### config.mk
export PLATFORM = sky130hd
export DESIGN_NAME = priority_round_robin_scheduler_unit_flat
export DESIGN_NICKNAME = d
export VERILOG_FILES = /design/src/rtl/core/prrs_pkg.sv /design/src/rtl/core/prrs_if.sv /design/src/rtl/core/prrs_ram.sv /design/src/rtl/core/priority_round_robin_scheduler_unit.sv /design/src/flat_wrapper.sv
export SDC_FILE = /design/constraint.sdc
export NUM_CORES = 1
export LEC_CHECK = 0
export BUFFER_PORTS_ARGS = -buffer_cell sky130_fd_sc_hd__buf_2
export CORE_UTILIZATION = 50
export CTS_CLUSTER_DIAMETER = 40
export DETAILED_ROUTE_END_ITERATION = 10
export GPL_TIMING_DRIVEN = 0
export PLACE_DENSITY = 0.67
export SLEW_MARGIN = 10
export SYNTH_ARGS = -nofsm -noshare
export SYNTH_HDL_FRONTEND = slang
export SYNTH_SLANG_ARGS = --single-unit
### constraint.sdc
create_clock -name clock -period 12.2 [get_ports clock]
set_input_delay 2.44 -clock clock [delete_from_list [all_inputs] [get_ports clock]]
set_output_delay 2.44 -clock clock [all_outputs]
set_load 0.1 [all_outputs]
### src/rtl/core/prrs_pkg.sv
`timescale 1ns / 1ps
`default_nettype none
// ----------------------------------------------------------------------------
// Priority round-robin scheduler package
// Queue entry layout, result status codes and the quantum reset value.
// ----------------------------------------------------------------------------
package prrs_pkg;

   // One ready-queue slot: id, priority and remaining run time
   typedef struct packed {
      logic [7:0]  id;
      logic [3:0]  prio;
      logic [15:0] run_time;
   } entry_type;

   // Result status codes
   localparam logic [2:0] STATUS_ADDED    = 3'd0;
   localparam logic [2:0] STATUS_FULL     = 3'd1;
   localparam logic [2:0] STATUS_REQUEUED = 3'd2;
   localparam logic [2:0] STATUS_FINISHED = 3'd3;
   localparam logic [2:0] STATUS_EMPTY    = 3'd4;

   // Input kind codes
   localparam logic KIND_ADD      = 1'b0;
   localparam logic KIND_DISPATCH = 1'b1;

   // Quantum after reset
   localparam logic [15:0] QUANTUM_RESET = 16'd80;

endpackage
`default_nettype wire

### src/rtl/core/prrs_if.sv
`timescale 1ns / 1ps
`default_nettype none
// ----------------------------------------------------------------------------
// Scheduler channel interfaces
// Request, response and control-register channels with valid/ready beats.
// ----------------------------------------------------------------------------
interface prrs_req_if;
   logic        valid;
   logic        ready;
   logic        kind;
   logic [7:0]  task_id;
   logic [3:0]  task_priority;
   logic [15:0] run_time;

   modport source (output valid, kind, task_id, task_priority, run_time, input ready);
   modport sink   (input valid, kind, task_id, task_priority, run_time, output ready);
endinterface

interface prrs_rsp_if;
   logic        valid;
   logic        ready;
   logic [2:0]  status;
   logic [7:0]  ran_id;
   logic [3:0]  ran_priority;
   logic [15:0] time_left;

   modport source (output valid, status, ran_id, ran_priority, time_left, input ready);
   modport sink   (input valid, status, ran_id, ran_priority, time_left, output ready);
endinterface

interface prrs_csr_if;
   logic        valid;
   logic        ready;
   logic [15:0] time_quantum;

   modport source (output valid, time_quantum, input ready);
   modport sink   (input valid, time_quantum, output ready);
endinterface
`default_nettype wire

### src/rtl/core/prrs_ram.sv
`timescale 1ns / 1ps
`default_nettype none
// ----------------------------------------------------------------------------
// Generic single-port-write RAM
// One write port and one read port, read data registered.
// ----------------------------------------------------------------------------
module prrs_ram #(
   parameter int WIDTH = 28,
   parameter int DEPTH = 16,
   localparam int ADDR_W = (DEPTH > 1) ? $clog2(DEPTH) : 1
) (
   input  wire logic              clock,
   input  wire logic              wr_en,
   input  wire logic [ADDR_W-1:0] wr_addr,
   input  wire logic [WIDTH-1:0]  wr_data,
   input  wire logic              rd_en,
   input  wire logic [ADDR_W-1:0] rd_addr,
   output      logic [WIDTH-1:0]  rd_data
);

   logic [WIDTH-1:0] mem_ff [DEPTH];
   logic [WIDTH-1:0] rd_data_ff;

   // Write port
   always_ff @(posedge clock) begin
      if (wr_en) begin
         mem_ff[wr_addr] <= wr_data;
      end
   end

   // Registered read port
   always_ff @(posedge clock) begin
      if (rd_en) begin
         rd_data_ff <= mem_ff[rd_addr];
      end
   end

   assign rd_data = rd_data_ff;

endmodule
`default_nettype wire

### src/rtl/core/priority_round_robin_scheduler_unit.sv
`timescale 1ns / 1ps
`default_nettype none
// ----------------------------------------------------------------------------
// Priority round-robin scheduler
// Ready queue held as a circular buffer in RAM, ordered by descending
// priority; insertion walks back from the tail one slot at a time.
// ----------------------------------------------------------------------------
// Flow: an add walks back from the tail; a dispatch pops the head and either
//   finishes it or requeues it with a walk; a full-queue add or an empty
//   dispatch answers straight from idle.
// Requests: one item at a time, set by the read-compare-write walk over
//   the queue RAM (one read port).
// Reset: synchronous, empties the queue and sets the quantum to 80.
module priority_round_robin_scheduler_unit #(
   parameter int QUEUE_DEPTH = 16
) (
   input wire logic   clock,
   input wire logic   reset,
   prrs_req_if.sink   req_bus,
   prrs_rsp_if.source rsp_bus,
   prrs_csr_if.sink   csr_bus
);

   localparam int AW = (QUEUE_DEPTH > 1) ? $clog2(QUEUE_DEPTH) : 1;
   localparam int CW = $clog2(QUEUE_DEPTH + 1);
   localparam int EW = $bits(prrs_pkg::entry_type);

   typedef enum logic [3:0] {
      S_IDLE     = 4'b0001,
      S_POP      = 4'b0010,
      S_WALK_RD  = 4'b0100,
      S_WALK_CMP = 4'b1000
   } state_type;

   state_type           state_ff, state_in;
   logic [AW-1:0]       head_ff, head_in;
   logic [CW-1:0]       count_ff, count_in;
   logic [CW-1:0]       idx_ff, idx_in;
   prrs_pkg::entry_type task_ff, task_in;
   logic [15:0]         quantum_ff;
   logic                rsp_valid_ff, rsp_valid_in;
   logic [2:0]          status_ff, status_in;
   logic [7:0]          ran_id_ff, ran_id_in;
   logic [3:0]          ran_prio_ff, ran_prio_in;
   logic [15:0]         left_ff, left_in;

   logic                req_beat;
   logic [CW-1:0]       log_idx;
   logic [AW:0]         phys_sum;
   logic [AW-1:0]       phys_addr;
   logic [AW-1:0]       head_next;
   logic [16:0]         diff;
   logic                finished;
   prrs_pkg::entry_type rd_entry;
   logic [EW-1:0]       rd_word;

   logic                wr_en;
   logic [AW-1:0]       wr_addr;
   prrs_pkg::entry_type wr_entry;
   logic                rd_en;
   logic [AW-1:0]       rd_addr;

   // Handshakes
   assign req_bus.ready = (state_ff == S_IDLE) && !rsp_valid_ff;
   assign req_beat      = req_bus.valid && req_bus.ready;
   assign csr_bus.ready = 1'b1;

   assign rsp_bus.valid        = rsp_valid_ff;
   assign rsp_bus.status       = status_ff;
   assign rsp_bus.ran_id       = ran_id_ff;
   assign rsp_bus.ran_priority = ran_prio_ff;
   assign rsp_bus.time_left    = left_ff;

   // Shared circular address unit: logical position to RAM slot
   assign log_idx   = (state_ff == S_WALK_RD) ? idx_ff - CW'(1) : idx_ff;
   assign phys_sum  = {1'b0, head_ff} + (AW+1)'(log_idx);
   assign phys_addr = (phys_sum >= (AW+1)'(QUEUE_DEPTH)) ?
                      AW'(phys_sum - (AW+1)'(QUEUE_DEPTH)) : phys_sum[AW-1:0];
   assign head_next = (head_ff == AW'(QUEUE_DEPTH - 1)) ? '0 : head_ff + AW'(1);

   // Charge one quantum to the popped head
   assign rd_entry = prrs_pkg::entry_type'(rd_word);
   assign diff     = {1'b0, rd_entry.run_time} - {1'b0, quantum_ff};
   assign finished = diff[16] || (diff[15:0] == 16'd0);

   // Sequencer
   always_comb begin
      state_in     = state_ff;
      head_in      = head_ff;
      count_in     = count_ff;
      idx_in       = idx_ff;
      task_in      = task_ff;
      rsp_valid_in = rsp_valid_ff && !rsp_bus.ready;
      status_in    = status_ff;
      ran_id_in    = ran_id_ff;
      ran_prio_in  = ran_prio_ff;
      left_in      = left_ff;
      wr_en        = 1'b0;
      wr_addr      = phys_addr;
      wr_entry     = task_ff;
      rd_en        = 1'b0;
      rd_addr      = phys_addr;

      case (state_ff)
         S_IDLE: begin
            if (req_beat) begin
               ran_id_in   = '0;
               ran_prio_in = '0;
               left_in     = '0;
               if (req_bus.kind == prrs_pkg::KIND_ADD) begin
                  if (count_ff == CW'(QUEUE_DEPTH)) begin
                     status_in    = prrs_pkg::STATUS_FULL;
                     rsp_valid_in = 1'b1;
                  end else begin
                     status_in        = prrs_pkg::STATUS_ADDED;
                     task_in.id       = req_bus.task_id;
                     task_in.prio     = req_bus.task_priority;
                     task_in.run_time = req_bus.run_time;
                     idx_in           = count_ff;
                     count_in         = count_ff + CW'(1);
                     state_in         = S_WALK_RD;
                  end
               end else if (count_ff == '0) begin
                  status_in    = prrs_pkg::STATUS_EMPTY;
                  rsp_valid_in = 1'b1;
               end else begin
                  // fetch the head slot
                  rd_en    = 1'b1;
                  rd_addr  = head_ff;
                  state_in = S_POP;
               end
            end
         end

         S_POP: begin
            head_in     = head_next;
            ran_id_in   = rd_entry.id;
            ran_prio_in = rd_entry.prio;
            if (finished) begin
               count_in     = count_ff - CW'(1);
               status_in    = prrs_pkg::STATUS_FINISHED;
               left_in      = '0;
               rsp_valid_in = 1'b1;
               state_in     = S_IDLE;
            end else begin
               // requeue behind equal-priority peers; count is unchanged
               status_in        = prrs_pkg::STATUS_REQUEUED;
               left_in          = diff[15:0];
               task_in.id       = rd_entry.id;
               task_in.prio     = rd_entry.prio;
               task_in.run_time = diff[15:0];
               idx_in           = count_ff - CW'(1);
               state_in         = S_WALK_RD;
            end
         end

         S_WALK_RD: begin
            if (idx_ff == '0) begin
               wr_en        = 1'b1;
               wr_addr      = head_ff;
               rsp_valid_in = 1'b1;
               state_in     = S_IDLE;
            end else begin
               rd_en    = 1'b1;
               state_in = S_WALK_CMP;
            end
         end

         S_WALK_CMP: begin
            wr_en = 1'b1;
            if (rd_entry.prio < task_ff.prio) begin
               // move the lower-priority entry one slot back
               wr_entry = rd_entry;
               idx_in   = idx_ff - CW'(1);
               state_in = S_WALK_RD;
            end else begin
               rsp_valid_in = 1'b1;
               state_in     = S_IDLE;
            end
         end

         default: begin
            state_in = S_IDLE;
         end
      endcase
   end

   // Control state
   always_ff @(posedge clock) begin
      if (reset) begin
         state_ff     <= S_IDLE;
         head_ff      <= '0;
         count_ff     <= '0;
         rsp_valid_ff <= 1'b0;
         quantum_ff   <= prrs_pkg::QUANTUM_RESET;
      end else begin
         state_ff     <= state_in;
         head_ff      <= head_in;
         count_ff     <= count_in;
         rsp_valid_ff <= rsp_valid_in;
         if (csr_bus.valid && csr_bus.ready) begin
            quantum_ff <= csr_bus.time_quantum;
         end
      end
   end

   // Payload
   always_ff @(posedge clock) begin
      idx_ff      <= idx_in;
      task_ff     <= task_in;
      status_ff   <= status_in;
      ran_id_ff   <= ran_id_in;
      ran_prio_ff <= ran_prio_in;
      left_ff     <= left_in;
   end

   // Ready-queue storage
   prrs_ram #(
      .WIDTH (EW),
      .DEPTH (QUEUE_DEPTH)
   ) u_queue_ram (
      .clock   (clock),
      .wr_en   (wr_en),
      .wr_addr (wr_addr),
      .wr_data (wr_entry),
      .rd_en   (rd_en),
      .rd_addr (rd_addr),
      .rd_data (rd_word)
   );

endmodule
`default_nettype wire

### src/flat_wrapper.sv
// flat-port wrapper written by rule: the top's interface ports become plain ports
module priority_round_robin_scheduler_unit_flat 
#(
   parameter int QUEUE_DEPTH = 16
)
  (clock, reset, req_bus_valid, req_bus_kind, req_bus_task_id, req_bus_task_priority, req_bus_run_time, req_bus_ready, rsp_bus_valid, rsp_bus_status, rsp_bus_ran_id, rsp_bus_ran_priority, rsp_bus_time_left, rsp_bus_ready, csr_bus_valid, csr_bus_time_quantum, csr_bus_ready);
  prrs_req_if req_bus_i ();
  prrs_rsp_if rsp_bus_i ();
  prrs_csr_if csr_bus_i ();
  input wire logic clock;
  input wire logic reset;
  input wire logic [$bits(req_bus_i.valid)-1:0] req_bus_valid;
  input wire logic [$bits(req_bus_i.kind)-1:0] req_bus_kind;
  input wire logic [$bits(req_bus_i.task_id)-1:0] req_bus_task_id;
  input wire logic [$bits(req_bus_i.task_priority)-1:0] req_bus_task_priority;
  input wire logic [$bits(req_bus_i.run_time)-1:0] req_bus_run_time;
  output wire logic [$bits(req_bus_i.ready)-1:0] req_bus_ready;
  output wire logic [$bits(rsp_bus_i.valid)-1:0] rsp_bus_valid;
  output wire logic [$bits(rsp_bus_i.status)-1:0] rsp_bus_status;
  output wire logic [$bits(rsp_bus_i.ran_id)-1:0] rsp_bus_ran_id;
  output wire logic [$bits(rsp_bus_i.ran_priority)-1:0] rsp_bus_ran_priority;
  output wire logic [$bits(rsp_bus_i.time_left)-1:0] rsp_bus_time_left;
  input wire logic [$bits(rsp_bus_i.ready)-1:0] rsp_bus_ready;
  input wire logic [$bits(csr_bus_i.valid)-1:0] csr_bus_valid;
  input wire logic [$bits(csr_bus_i.time_quantum)-1:0] csr_bus_time_quantum;
  output wire logic [$bits(csr_bus_i.ready)-1:0] csr_bus_ready;
  assign req_bus_i.valid = req_bus_valid;
  assign req_bus_i.kind = req_bus_kind;
  assign req_bus_i.task_id = req_bus_task_id;
  assign req_bus_i.task_priority = req_bus_task_priority;
  assign req_bus_i.run_time = req_bus_run_time;
  assign req_bus_ready = req_bus_i.ready;
  assign rsp_bus_valid = rsp_bus_i.valid;
  assign rsp_bus_status = rsp_bus_i.status;
  assign rsp_bus_ran_id = rsp_bus_i.ran_id;
  assign rsp_bus_ran_priority = rsp_bus_i.ran_priority;
  assign rsp_bus_time_left = rsp_bus_i.time_left;
  assign rsp_bus_i.ready = rsp_bus_ready;
  assign csr_bus_i.valid = csr_bus_valid;
  assign csr_bus_i.time_quantum = csr_bus_time_quantum;
  assign csr_bus_ready = csr_bus_i.ready;
  priority_round_robin_scheduler_unit #(.QUEUE_DEPTH(QUEUE_DEPTH)) u_core (.clock(clock), .reset(reset), .req_bus(req_bus_i), .rsp_bus(rsp_bus_i), .csr_bus(csr_bus_i));
endmodule
==> results.txt <==
status: complete, no violations
top post-synthesis cells by area: edfxtp_1 (69%), mux4_2 (11%), mux2i_1 (4.4%)
clock power share: 35.0%
Critical Path, Cell by Cell: buf_2, o21ai_2, nor2_4, mux2i_1, buf_2, buf_1, mux4_2, mux2i_1, mux2i_1
Final Core Density: 59.1%
CTS Hold Bufs: 0
top-count cell post-synth: edfxtp_1
number of global-route vias before repair: 12.9k
worst hold slack: 0.493 ns
Critical Path Fanout Max: 10
maximum clock frequency: 204 MHz
Total GRT Usage: 24.1%
Synth top area share: 68.8%
pre-CTS setup slack: 6.69 ns
first-pass GRT wire length: 81,900 um
die height: 219 um
fillers: 3,325
Worst Skew: 0.0191 ns
initial antenna violation count: 1
Final Max Slew Viols: 0
DR vias: 12.7k
ys async rst share: 0%
Buf+Inv Stages, Crit Path: 3
syn avg cell area: 18.4 sq um
Cell Rows: 79
peak supply drop: 0.166 mV
Ys Warns: 0
Tmin final: 4.91 ns
io pins: 84
Area growth, synth to finish: 16.7%
endpoint type of the worst setup path: flop
Post-synth EDFFs: 540
RSZ-0062 raised after global routing: no
Clock Latency Late Sink: 0.59 ns
clock-pin slew on the worst setup and hold paths: 0.06 ns
Min-Delay Path Class: reg2reg
CTS root buf: clkbuf_16
arrival time worst endpoint: 5.21 ns
clock sinks: 570
max_slew headroom: 21.2%
internal cell power: 3.86 mW
commonest cells in the netlist: edfxtp_1 (540), mux4_2 (112), mux2i_1 (104), nor2_1 (79), nand2_1 (48)
CP max stage delay: 0.65 ns
drt drc: 0
drt first-iter violations: 1,415
CP dominant cell by count: mux2i_1
Port Buffers: 81
Fin. Hold Viols: 0
Routed WL: 56,200 um
Initial Util: 50.7%
setup TNS: 0 ns
core footprint: 46,600 sq um
Combinational Power Share: 22.6%
switching share of power: 29.9%
synthesized cell area: 23,600 sq um
top_reg_cell synth: edfxtp_1
Startpoint Class: input port
cts repair resizes: 0
fin worst setup slack: 7.29 ns
die area: 48,000 sq um
ANT nets after route: 0
Post-DP Area: 25,400 sq um
max_cap viols: 0
Sequential Power Share: 42.4%
CP top delay family: multiplexers
ant diodes: 0
largest net degree at the start of global routing: 21
Die Wd: 219 um
Max H-tree Level: 3
vias per inst: 6.00
grt total ovfl: 0
gpl congestion: 0.876
pwr/cell area: 200 nW/um^2
final worst-path cycle share: 40.2%
Nets: 1,536
Netlist cell types: 73
TritonCTS clock tree: built
worst-margin pin slew: 1.18 ns
CTS buffer count: 68
Seq/Total Area, Yosys: 71.3%
placed insts: 1,992
Post-Layout Cell Count: 2,114
CTS Buffer Depth: 3
Tot Pwr: 5.50 mW
slowest stage cell on the critical path: buf_1
cell count after synthesis: 1,284
WP data required: 12.51 ns
final setup fails: 0
Yosys reg bits: 570
design area: 27,500 sq um
syn nets: 1,365
LEAKAGE: 9.57 nW
DR pass1 iterations: 5
wire per inst: 26.6 um
detailed placement HPWL: 36,500 um
area leader, netlist: edfxtp_1
Crit Path Category: in2reg
sw power: 1.64 mW
post-CTS setup buffer count: 0
layout cells sized above 1: 27.5%
[cells in the final DEF (no fill, tap or decap), types with 10 or more instances in the layout]
master,instances
nor2_1,62
nand2_1,47
mux2i_1,104
mux4_2,112
o21ai_0,31
a21oi_1,21
dfxtp_1,30
clkinv_2,11
xnor2_1,12
edfxtp_1,540
buf_2,99
a21o_1,21
ha_1,29
clkbuf_1,26
inv_6,10
clkbuf_16,71
mux2_2,26
buf_1,10
clkinv_1,10
nor2_4,18
inv_1,31
buf_12,11
xor2_1,12
and2_1,18
[kinds of logic (layout without fill, tap and decap cells)]
logic type | after synthesis | in the layout | synth area share [%]
xor+xnor | 24 | 24 | 0.891
buf+inv | 88 | 311 | 1.78
simple gates | 205 | 205 | 4.23
mux | 244 | 244 | 16.5
other cells | 1 | 1 | 0.0159
compound gates | 121 | 121 | 3.59
flops | 570 | 570 | 71.3
fa+ha+maj | 31 | 31 | 1.71
[worst min-delay path, stage by stage (launching register included)]
cell and delay (ns):
dfxtp_1 0.32, mux2i_1 0.07, nor2_1 0.07
[layer usage]
metal  share of wire [%]  global-route usage (%)
met5                   0                       0
met4                 2.9                    9.07
met3                 8.0                    5.14
met2                  47                    37.6
met1                  42                    33.5
[layout make-up]
type,instances,area [sq um],share of cell area (%)
Clock buffer,79,1810,6.57
Multi-Input combinational cell,626,6500,23.6
Sequential cell,570,16800,61.1
Tap cell,607,759,2.76
Buffer,56,300,1.09
Inverter,32,120,0.437
Clock inverter,43,344,1.25
Timing Repair Buffer,101,873,3.17
[power groups by stage]
| stage | registers [mW] | clock network, mW | logic, mW |
|---|---|---|---|
| finish | 2.33 | 1.92 | 1.25 |
| CTS | 2.33 | 1.95 | 1.25 |
| global placement | 2.38 | 0 | 1.19 |
| global route | 2.34 | 2.03 | 1.32 |
| floorplan | 2.57 | 0 | 0.717 |
| detailed placement | 2.37 | 0 | 1.25 |
[final timing paths]
path                            cells after the start                            end            startpoint  slack (ns)
worst max-delay path                                9  u_core.u_queue_ram.rd_data[0]          req_bus_kind        7.29
worst min-delay path                                2           u_core.quantum_ff[8]  u_core.quantum_ff[8]        0.49
worst max register to register                     10  u_core.u_queue_ram.rd_data[0]    u_core.state_ff[3]        7.79
worst min register to register                      2           u_core.quantum_ff[8]  u_core.quantum_ff[8]        0.49
[state kept, by name, indices dropped and copies added, names as in the netlist, 5 cells and up]
name / count
u_core.count_ff: 5
u_core.idx_ff: 5
u_core.quantum_ff: 16
u_core.rsp_bus.ran_id: 8
u_core.rsp_bus.time_left: 16
u_core.task_ff: 28
u_core.u_queue_ram.mem_ff: 448
u_core.u_queue_ram.rd_data: 28
No activity file was read; power rests on OpenSTA's default activity.
